File: src/sv/hwcc_pkg.sv
`timescale 1ns / 1ps
// ----------------------------------------------------------------------------
// Hot water charge controller package
// Shared types, register indexes, reset values and the weekday remap table.
// ----------------------------------------------------------------------------
package hwcc_pkg;

	localparam int unsigned CFG_DATA_W = 32;
	localparam int unsigned CFG_IDX_W  = 3;

	// Source must be this much warmer than the tank, tenths of a degree
	localparam logic signed [13:0] SOURCE_MARGIN = 14'sd50;
	localparam logic [15:0]        ELAPSED_MAX   = 16'hFFFF;

	typedef enum logic [CFG_IDX_W-1:0] {
		REG_BLOCK_ENABLED    = 3'd0,
		REG_TARGET_TEMP      = 3'd1,
		REG_HYSTERESIS_BAND  = 3'd2,
		REG_LEGIO_ON         = 3'd3,
		REG_LEGIO_DAY        = 3'd4,
		REG_LEGIO_START_HOUR = 3'd5,
		REG_LEGIO_TARGET     = 3'd6,
		REG_HOLIDAY_END      = 3'd7
	} cfg_reg_t;

	localparam logic signed [11:0] TARGET_TEMP_RST      = 12'sd500;
	localparam logic [8:0]         HYSTERESIS_BAND_RST  = 9'd50;
	localparam logic [4:0]         LEGIO_START_HOUR_RST = 5'd2;
	localparam logic signed [11:0] LEGIO_TARGET_RST     = 12'sd650;

	typedef struct packed {
		logic               block_enabled;
		logic signed [11:0] target_temp;
		logic [8:0]         hysteresis_band;
		logic               legio_on;
		logic [2:0]         legio_day;
		logic [4:0]         legio_start_hour;
		logic signed [11:0] legio_target;
		logic [31:0]        holiday_end;
	} cfg_t;

	typedef struct packed {
		logic signed [11:0] tank_temp;
		logic               tank_valid;
		logic signed [11:0] source_temp;
		logic               source_valid;
		logic [2:0]         week_day;
		logic [4:0]         hour_of_day;
		logic [8:0]         year_day;
		logic [31:0]        epoch_now;
		logic [7:0]         tick_seconds;
		logic               schedule_allows;
	} item_t;

	typedef struct packed {
		logic pump_on;
		logic legio_running;
		logic sensor_fault;
		logic legio_fail;
	} result_t;

	// Sunday-based weekday to Monday-based weekday; code 7 lands on Sunday
	function automatic logic [2:0] monday_day(input logic [2:0] wday);
		logic [2:0] d;
		case (wday)
			3'd0:    d = 3'd6;
			3'd1:    d = 3'd0;
			3'd2:    d = 3'd1;
			3'd3:    d = 3'd2;
			3'd4:    d = 3'd3;
			3'd5:    d = 3'd4;
			3'd6:    d = 3'd5;
			default: d = 3'd6;
		endcase
		return d;
	endfunction

endpackage

File: src/sv/hwcc_cfg_regs.sv
`timescale 1ns / 1ps
// ----------------------------------------------------------------------------
// Hot water charge controller configuration registers
// Write-only register bank; each write updates one field of the setup.
// ----------------------------------------------------------------------------
module hwcc_cfg_regs (
	input  logic                                clk,
	input  logic                                arst_n,
	input  logic                                wr_en,
	input  logic [hwcc_pkg::CFG_IDX_W-1:0]      wr_index,
	input  logic [hwcc_pkg::CFG_DATA_W-1:0]     wr_data,
	output hwcc_pkg::cfg_t                      cfg
);

	hwcc_pkg::cfg_t cfg_q;

	always_ff @(posedge clk or negedge arst_n) begin
		if (!arst_n) begin
			cfg_q.block_enabled    <= 1'b0;
			cfg_q.target_temp      <= hwcc_pkg::TARGET_TEMP_RST;
			cfg_q.hysteresis_band  <= hwcc_pkg::HYSTERESIS_BAND_RST;
			cfg_q.legio_on         <= 1'b0;
			cfg_q.legio_day        <= 3'd0;
			cfg_q.legio_start_hour <= hwcc_pkg::LEGIO_START_HOUR_RST;
			cfg_q.legio_target     <= hwcc_pkg::LEGIO_TARGET_RST;
			cfg_q.holiday_end      <= 32'd0;
		end else if (wr_en) begin
			case (wr_index)
				hwcc_pkg::REG_BLOCK_ENABLED:    cfg_q.block_enabled    <= wr_data[0];
				hwcc_pkg::REG_TARGET_TEMP:      cfg_q.target_temp      <= wr_data[11:0];
				hwcc_pkg::REG_HYSTERESIS_BAND:  cfg_q.hysteresis_band  <= wr_data[8:0];
				hwcc_pkg::REG_LEGIO_ON:         cfg_q.legio_on         <= wr_data[0];
				hwcc_pkg::REG_LEGIO_DAY:        cfg_q.legio_day        <= wr_data[2:0];
				hwcc_pkg::REG_LEGIO_START_HOUR: cfg_q.legio_start_hour <= wr_data[4:0];
				hwcc_pkg::REG_LEGIO_TARGET:     cfg_q.legio_target     <= wr_data[11:0];
				hwcc_pkg::REG_HOLIDAY_END:      cfg_q.holiday_end      <= wr_data[31:0];
				default: ;
			endcase
		end
	end

	assign cfg = cfg_q;

endmodule

File: src/sv/hwcc_decide.sv
`timescale 1ns / 1ps
// ----------------------------------------------------------------------------
// Hot water charge controller decision stage
// Holds the controller state and forms one result per tick from the staged
// item; the state advances only when that result is taken.
// ----------------------------------------------------------------------------
module hwcc_decide #(
	parameter int unsigned LEGIO_LIMIT_SECONDS = 10800
) (
	input  logic                 clk,
	input  logic                 arst_n,
	input  logic                 take,
	input  hwcc_pkg::cfg_t       cfg,
	input  hwcc_pkg::item_t      item,
	output hwcc_pkg::result_t    result
);

	localparam logic [15:0] LIMIT = 16'(LEGIO_LIMIT_SECONDS);

	logic        charging_q;
	logic        legio_active_q;
	logic [15:0] legio_elapsed_q;
	logic [8:0]  last_day_q;
	logic        day_valid_q;
	logic        sensor_alarm_q;
	logic        legio_alarm_q;

	logic        charging_d;
	logic        legio_active_d;
	logic [15:0] legio_elapsed_d;
	logic [8:0]  last_day_d;
	logic        day_valid_d;
	logic        sensor_alarm_d;
	logic        legio_alarm_d;
	logic        pump_d;

	logic               holiday;
	logic               trigger;
	logic               active_mid;
	logic [15:0]        elapsed_base;
	logic [16:0]        elapsed_sum;
	logic [15:0]        elapsed_sat;
	logic signed [11:0] set_pt;
	logic signed [13:0] set_x;
	logic signed [13:0] set_lo;
	logic signed [13:0] tank_x;
	logic signed [13:0] src_x;
	logic               want;

	always_comb begin
		holiday = (cfg.holiday_end != 32'd0) && (item.epoch_now < cfg.holiday_end);
		trigger = cfg.legio_on && !legio_active_q
			&& (hwcc_pkg::monday_day(item.week_day) == cfg.legio_day)
			&& (item.hour_of_day == cfg.legio_start_hour)
			&& (!day_valid_q || (last_day_q != item.year_day));
		active_mid   = legio_active_q || trigger;
		elapsed_base = trigger ? 16'd0 : legio_elapsed_q;
		elapsed_sum  = {1'b0, elapsed_base} + {9'd0, item.tick_seconds};
		elapsed_sat  = elapsed_sum[16] ? hwcc_pkg::ELAPSED_MAX : elapsed_sum[15:0];

		tank_x = {{2{item.tank_temp[11]}}, item.tank_temp};
		src_x  = {{2{item.source_temp[11]}}, item.source_temp};

		// hold by default
		charging_d      = charging_q;
		legio_active_d  = legio_active_q;
		legio_elapsed_d = legio_elapsed_q;
		last_day_d      = last_day_q;
		day_valid_d     = day_valid_q;
		sensor_alarm_d  = sensor_alarm_q;
		legio_alarm_d   = legio_alarm_q;
		pump_d          = 1'b0;
		set_pt          = cfg.target_temp;
		set_x           = '0;
		set_lo          = '0;
		want            = 1'b0;

		if (cfg.block_enabled) begin
			if (!item.tank_valid) begin
				sensor_alarm_d = 1'b1;
				charging_d     = 1'b0;
			end else begin
				sensor_alarm_d = 1'b0;
				if (trigger) begin
					last_day_d  = item.year_day;
					day_valid_d = 1'b1;
				end
				legio_active_d = active_mid;
				if (active_mid) begin
					legio_elapsed_d = elapsed_sat;
					if (item.tank_temp >= cfg.legio_target) begin
						legio_active_d = 1'b0;
						legio_alarm_d  = 1'b0;
					end else if (elapsed_sat > LIMIT) begin
						legio_active_d = 1'b0;
						legio_alarm_d  = 1'b1;
					end
				end

				set_pt = legio_active_d ? cfg.legio_target : cfg.target_temp;
				set_x  = {{2{set_pt[11]}}, set_pt};
				set_lo = set_x - $signed({5'd0, cfg.hysteresis_band});

				want = charging_q;
				if (tank_x < set_lo)
					want = 1'b1;
				if (tank_x >= set_x)
					want = 1'b0;
				if (!item.schedule_allows && !legio_active_d)
					want = 1'b0;
				if (holiday && !legio_active_d)
					want = 1'b0;
				if (item.source_valid && (src_x < tank_x + hwcc_pkg::SOURCE_MARGIN))
					want = 1'b0;

				charging_d = want;
				pump_d     = want;
			end
		end
	end

	always_ff @(posedge clk or negedge arst_n) begin
		if (!arst_n) begin
			charging_q      <= 1'b0;
			legio_active_q  <= 1'b0;
			legio_elapsed_q <= 16'd0;
			last_day_q      <= 9'd0;
			day_valid_q     <= 1'b0;
			sensor_alarm_q  <= 1'b0;
			legio_alarm_q   <= 1'b0;
		end else if (take) begin
			charging_q      <= charging_d;
			legio_active_q  <= legio_active_d;
			legio_elapsed_q <= legio_elapsed_d;
			last_day_q      <= last_day_d;
			day_valid_q     <= day_valid_d;
			sensor_alarm_q  <= sensor_alarm_d;
			legio_alarm_q   <= legio_alarm_d;
		end
	end

	assign result.pump_on       = pump_d;
	assign result.legio_running = legio_active_d;
	assign result.sensor_fault  = sensor_alarm_d;
	assign result.legio_fail    = legio_alarm_d;

endmodule

File: src/sv/hot_water_charge_controller.sv
`timescale 1ns / 1ps
// ----------------------------------------------------------------------------
// Hot water charge controller
// Tank charge pump control with two-point hysteresis and a weekly legionella
// heat-up.
// ----------------------------------------------------------------------------
// Usage:
//  - Input channel (in_valid / in_stall) carries one tick: tank and source
//    readings, calendar time, elapsed seconds and the schedule flag.
//  - Output channel (out_valid / out_stall) returns one result per tick:
//    pump_on, legio_running, sensor_fault, legio_fail.
//  - Configuration is a write-only port (wr_en, wr_index, wr_data); write it
//    only while no tick is in flight.
//  - A tick transferred in is loaded into the input register and, when it
//    advances, into the result register that drives out_valid.
//  - Throughput is one tick per cycle while out_stall is low, set by
//    the single decision stage, updating controller state per loaded result.
//  - While out_stall holds a result, the staged tick waits and in_stall rises
//    once the input register is also full; nothing is dropped.
//  - Reset clears the channels and all controller state and loads the
//    register defaults (block disabled).
// ----------------------------------------------------------------------------
module hot_water_charge_controller #(
	parameter int unsigned LEGIO_LIMIT_SECONDS = 10800
) (
	input  logic                              clk,
	input  logic                              arst_n,

	input  logic                              wr_en,
	input  logic [hwcc_pkg::CFG_IDX_W-1:0]    wr_index,
	input  logic [hwcc_pkg::CFG_DATA_W-1:0]   wr_data,

	input  logic                              in_valid,
	output logic                              in_stall,
	input  logic signed [11:0]                tank_temp,
	input  logic                              tank_valid,
	input  logic signed [11:0]                source_temp,
	input  logic                              source_valid,
	input  logic [2:0]                        week_day,
	input  logic [4:0]                        hour_of_day,
	input  logic [8:0]                        year_day,
	input  logic [31:0]                       epoch_now,
	input  logic [7:0]                        tick_seconds,
	input  logic                              schedule_allows,

	output logic                              out_valid,
	input  logic                              out_stall,
	output logic                              pump_on,
	output logic                              legio_running,
	output logic                              sensor_fault,
	output logic                              legio_fail
);

	hwcc_pkg::cfg_t    cfg;
	hwcc_pkg::item_t   item_s1;
	logic              valid_s1;
	hwcc_pkg::result_t result;
	hwcc_pkg::result_t res_q;
	logic              out_valid_q;
	logic              advance;
	logic              in_take;

	hwcc_cfg_regs u_cfg (
		.clk      (clk),
		.arst_n   (arst_n),
		.wr_en    (wr_en),
		.wr_index (wr_index),
		.wr_data  (wr_data),
		.cfg      (cfg)
	);

	// Move the staged tick on when the result register is empty or drains
	assign advance  = valid_s1 && (!out_valid_q || !out_stall);
	assign in_stall = valid_s1 && !advance;
	assign in_take  = in_valid && !in_stall;

	always_ff @(posedge clk or negedge arst_n) begin
		if (!arst_n) begin
			valid_s1 <= 1'b0;
		end else if (in_take) begin
			valid_s1 <= 1'b1;
		end else if (advance) begin
			valid_s1 <= 1'b0;
		end
	end

	always_ff @(posedge clk) begin
		if (in_take) begin
			item_s1.tank_temp       <= tank_temp;
			item_s1.tank_valid      <= tank_valid;
			item_s1.source_temp     <= source_temp;
			item_s1.source_valid    <= source_valid;
			item_s1.week_day        <= week_day;
			item_s1.hour_of_day     <= hour_of_day;
			item_s1.year_day        <= year_day;
			item_s1.epoch_now       <= epoch_now;
			item_s1.tick_seconds    <= tick_seconds;
			item_s1.schedule_allows <= schedule_allows;
		end
	end

	hwcc_decide #(
		.LEGIO_LIMIT_SECONDS (LEGIO_LIMIT_SECONDS)
	) u_decide (
		.clk    (clk),
		.arst_n (arst_n),
		.take   (advance),
		.cfg    (cfg),
		.item   (item_s1),
		.result (result)
	);

	always_ff @(posedge clk or negedge arst_n) begin
		if (!arst_n) begin
			out_valid_q <= 1'b0;
		end else if (advance) begin
			out_valid_q <= 1'b1;
		end else if (!out_stall) begin
			out_valid_q <= 1'b0;
		end
	end

	always_ff @(posedge clk) begin
		if (advance) begin
			res_q <= result;
		end
	end

	assign out_valid     = out_valid_q;
	assign pump_on       = res_q.pump_on;
	assign legio_running = res_q.legio_running;
	assign sensor_fault  = res_q.sensor_fault;
	assign legio_fail    = res_q.legio_fail;

`ifndef SYNTHESIS
	// A running pump never goes with a missing tank sensor
	a_pump_no_fault: assert property (@(posedge clk) disable iff (!arst_n)
		out_valid && pump_on |-> !sensor_fault)
		else $error("pump on while tank sensor alarm is set");

	// Back-pressure only when a tick is actually staged
	a_stall_needs_item: assert property (@(posedge clk) disable iff (!arst_n)
		in_stall |-> valid_s1)
		else $error("input stalled with empty stage");

	// A staged tick that moves on must show up as a result
	a_advance_loads: assert property (@(posedge clk) disable iff (!arst_n)
		advance |=> out_valid)
		else $error("result lost after stage transfer");
`endif

endmodule

File: config.mk
export PLATFORM = sky130hd
export DESIGN_NAME = hot_water_charge_controller
export DESIGN_NICKNAME = d
export VERILOG_FILES = /design/src/sv/hwcc_pkg.sv /design/src/sv/hwcc_cfg_regs.sv /design/src/sv/hwcc_decide.sv /design/src/sv/hot_water_charge_controller.sv
export SDC_FILE = /design/constraint.sdc
export NUM_CORES = 1
export LEC_CHECK = 0
export ABC_AREA = 1
export BUFFER_PORTS_ARGS = -buffer_cell sky130_fd_sc_hd__buf_4
export CAP_MARGIN = 25
export CORE_UTILIZATION = 60
export CTS_CLUSTER_DIAMETER = 50
export DETAILED_ROUTE_END_ITERATION = 7
export PLACE_DENSITY = 0.82
export SYNTH_ARGS = -nofsm -noshare
export SYNTH_HDL_FRONTEND = slang
export SYNTH_SLANG_ARGS = --single-unit
export TNS_END_PERCENT = 1
File: constraint.sdc
create_clock -name clk -period 18.61 [get_ports clk]
set_input_delay 1.861 -clock clk [delete_from_list [all_inputs] [get_ports clk]]
set_output_delay 1.861 -clock clk [all_outputs]
set_load 0.05 [all_outputs]
## Word level (Yosys, flattened, before mapping)

Cells that the tools add are included.

- Flip-flop bits (word level): 195
- Bits of input ports: 124
- Output and inout bits: 6
- Word-level logic and storage cells: 121

- Add/sub/neg operators: 3
- $lt $le $gt $ge: 6
- Equal/unequal tests: 17
- Muxes and demuxes: 28
- Reduce and logical (&&, ||, !) cells: 36

Operators with widths:

| cell | number |
|---|---|
| less-than comparator 32 bit | 1 |
| 2-to-1 mux 16 bit | 2 |
| nonzero test 32 bit | 1 |
| less-than comparator 12 x 13 -> 1 bit | 2 |
| >= comparator 12 bit | 2 |
| 2-to-1 mux 1 bit | 24 |
| equality test 3 bit (second input constant) | 7 |
| one-hot mux 3 bit (6 select lines) | 1 |
| AND reduction 2 bit | 9 |
| adder 16 x 8 -> 17 bit | 1 |
| > comparator 16 x 14 -> 1 bit (second input constant) | 1 |
| adder 12 x 7 -> 13 bit (second input constant) | 1 |
| subtractor 12 x 10 -> 13 bit | 1 |
| equality test 3 x 2 -> 1 bit (second input constant) | 4 |
| 2-to-1 mux 12 bit | 1 |
| logical AND 1 bit | 11 |
| != test 9 bit | 1 |
| zero test 1 bit | 8 |
| AND reduction 4 bit | 2 |
| equality test 3 x 1 -> 1 bit (second input constant) | 2 |
| equality test 5 bit | 1 |
| equality test 3 bit | 1 |
| zero test 3 bit | 1 |
| logical OR 1 bit | 3 |
| other kinds (2) | 2 |

## Logic depth before layout (Yosys ltp)

- Depth after elaboration: 24
- Depth in mapped cells: 56
- Depth with buffers taken out: 54

## Cells and area by module

A second synthesis with hierarchy kept.

- Cell total of the unflattened synthesis: 1191
- Area total of the unflattened synthesis: 10875.4 µm²

By module, submodules not included:

| module | times used | cells an instance | area an instance (µm²) | sequential area each (µm²) |
|---|---|---|---|---|
| hwcc_decide | 1 | 753 | 5107.4 | 750.7 |
| hwcc_cfg_regs | 1 | 338 | 3030.4 | 1894.3 |
| hot_water_charge_controller | 1 | 100 | 2737.6 | 2692.6 |

## Worst setup path before layout

Ideal clock, no wire load.

- Path kind: register to register
- From: register u_cfg.cfg_q, in the netlist u_cfg.cfg[45]
- To: register res_q, in the netlist pump_on, data pin
- Setup time: 0.251 ns
- Data arrival time: 6.288 ns
- Required time: 18.359 ns
- Slack: 12.071 ns
- Stages on the path, launching flop included: 53
- Path buffers: 3
- Clock period less this slack: 6.539 ns
- Cells stage by stage: dfstp_2 -> inv_1 -> nand2_1 -> inv_1 -> nor2_1 -> nand2_1 -> nor2_1 -> nand3_1 -> nor2_1 -> buf_2 -> nor2_1 -> ha_1 -> fa_1 -> a21oi_1 -> o21bai_1 -> a21o_1 -> inv_1 -> nor2_2 -> (+17 left out) -> a21oi_1 -> nor2_1 -> nor2_1 -> nand3_1 -> nor2_1 -> nand2_1 -> nand2_1 -> ha_1 -> nand2_1 -> nor2_1 -> nand3_1 -> o2111ai_1 -> xnor2_1 -> nand2_1 -> o2111ai_1 -> a21oi_1 -> nand2_1 -> nor2_1

- Longest elaborated chain between the ends: 21
- Elaborated cells on any way between the ends: 26
- Classes of those cells: add/sub (2); order compare (3); eq/ne (1); mux (14); reduce/logical (6)

RTL lines:

| element | RTL line | RTL |
|---|---|---|
| start: declaration | hwcc_cfg_regs.sv:15 | `hwcc_pkg::cfg_t cfg_q;` |
| equality test 5 bit * | hwcc_decide.sv:54 | `&& (item.hour_of_day == cfg.legio_start_hour)` |
| logical AND 1 bit * | hwcc_decide.sv:54 |  |
| logical AND 1 bit * | hwcc_decide.sv:55 | `&& (!day_valid_q \|\| (last_day_q != item.year_day));` |
| 2-to-1 mux 16 bit | hwcc_decide.sv:57 | `elapsed_base = trigger ? 16'd0 : legio_elapsed_q;` |
| adder 16 x 8 -> 17 bit | hwcc_decide.sv:58 | `elapsed_sum = {1'b0, elapsed_base} + {9'd0, item.tick_seconds};` |
| 2-to-1 mux 16 bit | hwcc_decide.sv:59 | `elapsed_sat = elapsed_sum[16] ? hwcc_pkg::ELAPSED_MAX : elapsed_sum[15:0];` |
| > comparator 16 x 14 -> 1 bit | hwcc_decide.sv:94 | `end else if (elapsed_sat > LIMIT) begin` |
| 2-to-1 mux 1 bit | hwcc_decide.sv:94 |  |
| (+5 left out) | - |  |
| subtractor 12 x 10 -> 13 bit | hwcc_decide.sv:102 | `set_lo = set_x - $signed({5'd0, cfg.hysteresis_band});` |
| less-than comparator 12 x 13 -> 1 bit | hwcc_decide.sv:105 | `if (tank_x < set_lo)` |
| 2-to-1 mux 1 bit | hwcc_decide.sv:105 |  |
| 2-to-1 mux 1 bit | hwcc_decide.sv:107 | `if (tank_x >= set_x)` |
| 2-to-1 mux 1 bit | hwcc_decide.sv:109 | `if (!item.schedule_allows && !legio_active_d)` |
| 2-to-1 mux 1 bit * | hwcc_decide.sv:111 | `if (holiday && !legio_active_d)` |
| 2-to-1 mux 1 bit * | hwcc_decide.sv:113 | `if (item.source_valid && (src_x < tank_x + hwcc_pkg::SOURCE_MARGIN))` |
| 2-to-1 mux 1 bit * | - |  |
| end signal: assignment | hot_water_charge_controller.sv:125 | `res_q <= result;` |
| end: declaration | hot_water_charge_controller.sv:58 | `hwcc_pkg::result_t res_q;` |

Mark *: on every way between the ends. The rest lies on a longest branch, timed or not. The select of a mux whose other input is x is not followed.
A chain may end at the register's enable or synchronous reset.

## Final worst setup path

- From: register item_s1[55] in the netlist's numbering
- To: register res_q, in the netlist pump_on, data pin

- Longest elaborated chain between the ends: 24
- Elaborated cells on any way between the ends: 34
- Classes of those cells: add/sub (2); order compare (3); eq/ne (7); mux (15); reduce/logical (7)

RTL lines:

| element | RTL line | RTL |
|---|---|---|
| start: declaration | hot_water_charge_controller.sv:55 | `hwcc_pkg::item_t item_s1;` |
| equality test 3 bit (tied with other cells) | hwcc_pkg.sv:65 | `case (wday)` |
| one-hot mux 3 bit (6 select lines) * | hwcc_pkg.sv:65 |  |
| equality test 3 bit * | hwcc_decide.sv:53 | `&& (hwcc_pkg::monday_day(item.week_day) == cfg.legio_day)` |
| logical AND 1 bit * | hwcc_decide.sv:53 |  |
| logical AND 1 bit * | hwcc_decide.sv:54 |  |
| logical AND 1 bit * | hwcc_decide.sv:55 |  |
| 2-to-1 mux 16 bit | hwcc_decide.sv:57 |  |
| adder 16 x 8 -> 17 bit | hwcc_decide.sv:58 |  |
| (+8 left out) | - |  |
| subtractor 12 x 10 -> 13 bit | hwcc_decide.sv:102 |  |
| less-than comparator 12 x 13 -> 1 bit | hwcc_decide.sv:105 |  |
| 2-to-1 mux 1 bit | hwcc_decide.sv:105 |  |
| 2-to-1 mux 1 bit | hwcc_decide.sv:107 |  |
| 2-to-1 mux 1 bit | hwcc_decide.sv:109 |  |
| 2-to-1 mux 1 bit * | hwcc_decide.sv:111 |  |
| 2-to-1 mux 1 bit * | hwcc_decide.sv:113 |  |
| 2-to-1 mux 1 bit * | - |  |

Marks and branches as above.

==> results.toml <==
[outcome]
outcome = "complete, no violations"

[worst_setup_path]
start_kind = "flip-flop"
crit_type = "flip-flop to flip-flop"
max_stage_delay_ns = 0.75
crit_arrival_ns = 7.98
crit_path_frequent_cell = "nand2_1"
path_max_fanout = 27
crit_required_ns = 18.81
cp-end-kind = "flip-flop"
crit_slowest_cell = "nor2_1"

[placement]
post-dp-hpwl_mm = 17.6
place.gp.congestion = 0.913
dpl_cell_area_mm2 = 0.0121
io_buffer_count = 129

[cts]
cts_hold_buf = 0
htree_levels = 4
cts_made_buffers = 17
cts_resized = 0
cts_sinks = 195
root_buffer = "clkbuf_16"
post_cts_buffers = 0
clock_path_buffers = 2
cts_tree = "yes"
clk_pin_slew_ns = 0.07
clk_latency_ns = 0.44

[grt]
grt_max_degree = 69
antenna_found_initial = 0
grt_pass1_vias = 8610
grt-ovfl-total = 0
grt_use_total_pct = 26.9
grt_first_pass_wirelength_mm = 39.1

[floorplanning]
rows = 48
chipWidth_um = 137
start_util_pct = 62.2
die_y_um = 137
io_pins = 130
die-area_mm2 = 0.0187
core_area_mm2 = 0.0175

[sta]
slew-limit-headroom_pct = 35.0
fin_crit_ns = 7.78
setup_viol_count_final = 0
slew_viol_final = 0
period_share_pct = 41.8
fin_tns_setup_ns = 0
fmaxAchievable_mhz = 129
skew_ns = 0.0143
rsz0062_at_grt = "no"
worst_pin_slew_ns = 0.971
hold_viol = 0

[detailed_routing]
wl_per_cell_um = 14.9
viasPerCell = 5.38
firstDrtPassIters = 6
drtIter0Drc = 649
wl_mm = 23.5
drc = 0
vias = 8499
antenna_left = 0

[power_and_ir_drop]
leakagePower_nw = 6.14
peakVddDrop_uv = 87.3
power-per-cell-area_mw_per_mm2 = 116

[cells_and_area]
fill_cells = 1275
finish.instance_area_mm2 = 0.0127
diodes = 0
finalCoreUtilization_pct = 72.5
drive_gt1_share_pct = 17.4
fin_nets = 1564
area_growth_pct = 16.7

[synth]
syn_nets = 1431
synth-xor-area-share_pct = 2.32
seq_area_frac_synth_pct = 49.0
synth_compound_area_share_pct = 11.5
synth_seq_cells = 195
synth.avg_cell_area_um2 = 9.02
synth_cells = 1208
synth_top_family_by_area = "simple AND/OR/NAND/NOR gates"
synthAdderAreaFrac_pct = 11.5
synth_top_area_share_pct = 24.2
synthTopCellsByArea = "edfxtp_1 (24%), dfrtp_1 (21%), ha_1 (11%), nand2_1 (9.5%), inv_1 (6.2%)"
netlist_area_mm2 = 0.0109
yosys.area.top_type = "edfxtp_1"
synth_ff_type = "dfrtp_1"
synth_simple_gate_area_share_pct = 18.0
synth_edf_count = 88
synthArstFlopShare_pct = 54.9
muxShareOfSynthArea_pct = 0.103
ys_warn_count = 0
synthDistinctLibCells = 49

[run]
cap_viol_max_count = 0

[hold_path]
hp-class = "flip-flop to flip-flop"
stage by stage:
step | total power [mW] | std cells | hold slack, ns | setup WS (ns)
2_1_floorplan | 0.949 | 1208 | 0.434 | 12.07
4_1_cts | 1.47 | 1579 | 0.484 | 10.93
3_5_place_dp | 1.08 | 1547 | 0.462 | 10.99
6_report | 1.48 | 1579 | 0.478 | 10.83
5_1_grt | 1.58 | 1579 | 0.505 | 9.87
3_3_place_gp | 1.06 | 1547 | 0.439 | 11.29
cell usage in the layout (no fill, tap or decap), types with 18 or more instances in the layout:
master / count
nand3_1: 41
inv_1: 179
nand2_1: 277
ha_1: 97
dfrtp_1: 93
xor2_1: 18
a21oi_1: 69
edfxtp_1: 88
buf_4: 133
nor2_1: 68
o21ai_0: 108
worst max-delay path: cells and delay by family (launching register included):
family,cells,cell delay (ns)
and+or+nand+nor,28,3.51
AOI/OAI and AO/OA,13,1.96
adders and majority gates,4,1.28
DFF,1,0.43
buffers and inverters,2,0.17
xor gates and xnor gates,1,0.15
sequential cells by signal, summed over array words and instances, names as in the netlist:
signal                    flops
item_s1                      84
legio_fail                    1
legio_running                 1
out_valid                     1
pump_on                       1
sensor_fault                  1
u_cfg.cfg                    75
u_decide.charging_q           1
u_decide.day_valid_q          1
u_decide.last_day_q           9
u_decide.legio_active_q       1
u_decide.legio_alarm_q        1
u_decide.legio_elapsed_q     16
u_decide.sensor_alarm_q       1
valid_s1                      1
final cells by class:
class                   instances  area, um2  share of cell area [%]
flip-flops and latches        195       5340                    42.0
inverters                     194        729                    5.73
clock buffers                  17        425                    3.34
clock inverters                15        211                    1.66
well taps                     225        282                    2.21
repair buffers                133        998                    7.85
multi-input cells             800       4740                    37.2
cells by family after synthesis:
group | after synthesis
AND/OR/NAND/NOR | 447
AO/OA/AOI/OAI | 225
buffers and inverters | 213
flip-flops | 195
adder cells (fa/ha/maj) | 99
XOR/XNOR | 28
multiplexers | 1
synthesized netlist by cell type (all sizes together) (4+ instances only):
cell    instances
xnor2           9
nand4          11
o211ai          4
dfstp          14
buf             5
xor2           19
nand3          49
a22oi           6
edfxtp         88
clkbuf         14
ha             97
nor2           75
a21oi          69
nand2         288
o21ai         123
nor4            8
inv           194
dfrtp          93
nor3           10
o21bai          8
layer usage:
layer | up-vias | track usage (%) | share of wire [%] | wire [um]
li1 | 4271 | - | - | -
met4 | 0 | 10.1 | 2.5 | 596
met3 | 45 | 5.44 | 4.8 | 1120
met1 | 3944 | 33.8 | 44 | 10300
met2 | 239 | 45.9 | 49 | 11500
met5 | - | 0 | 0 | 0
worst paths after layout:
check | start | end | depth (start not counted) | slack [ns]
worst min-delay path | valid_s1 | out_valid | 2 | 0.48
min in group asynchronous | arst_n | u_decide.last_day_q[7] | 1 | 1.40
worst min register to register | valid_s1 | out_valid | 2 | 0.48
max in group asynchronous | arst_n | u_decide.legio_elapsed_q[4] | 2 | 15.98
worst max register to register | item_s1[55] | pump_on | 48 | 10.83
worst max-delay path | item_s1[55] | pump_on | 48 | 10.83
power breakdown:
part,switching (mW),internal (mW),total (mW)
clock network,0.183,0.207,0.391
registers,0.0428,0.527,0.569
logic,0.317,0.198,0.515
total,0.543,0.932,1.48
(Power assumes the default switching activity.)
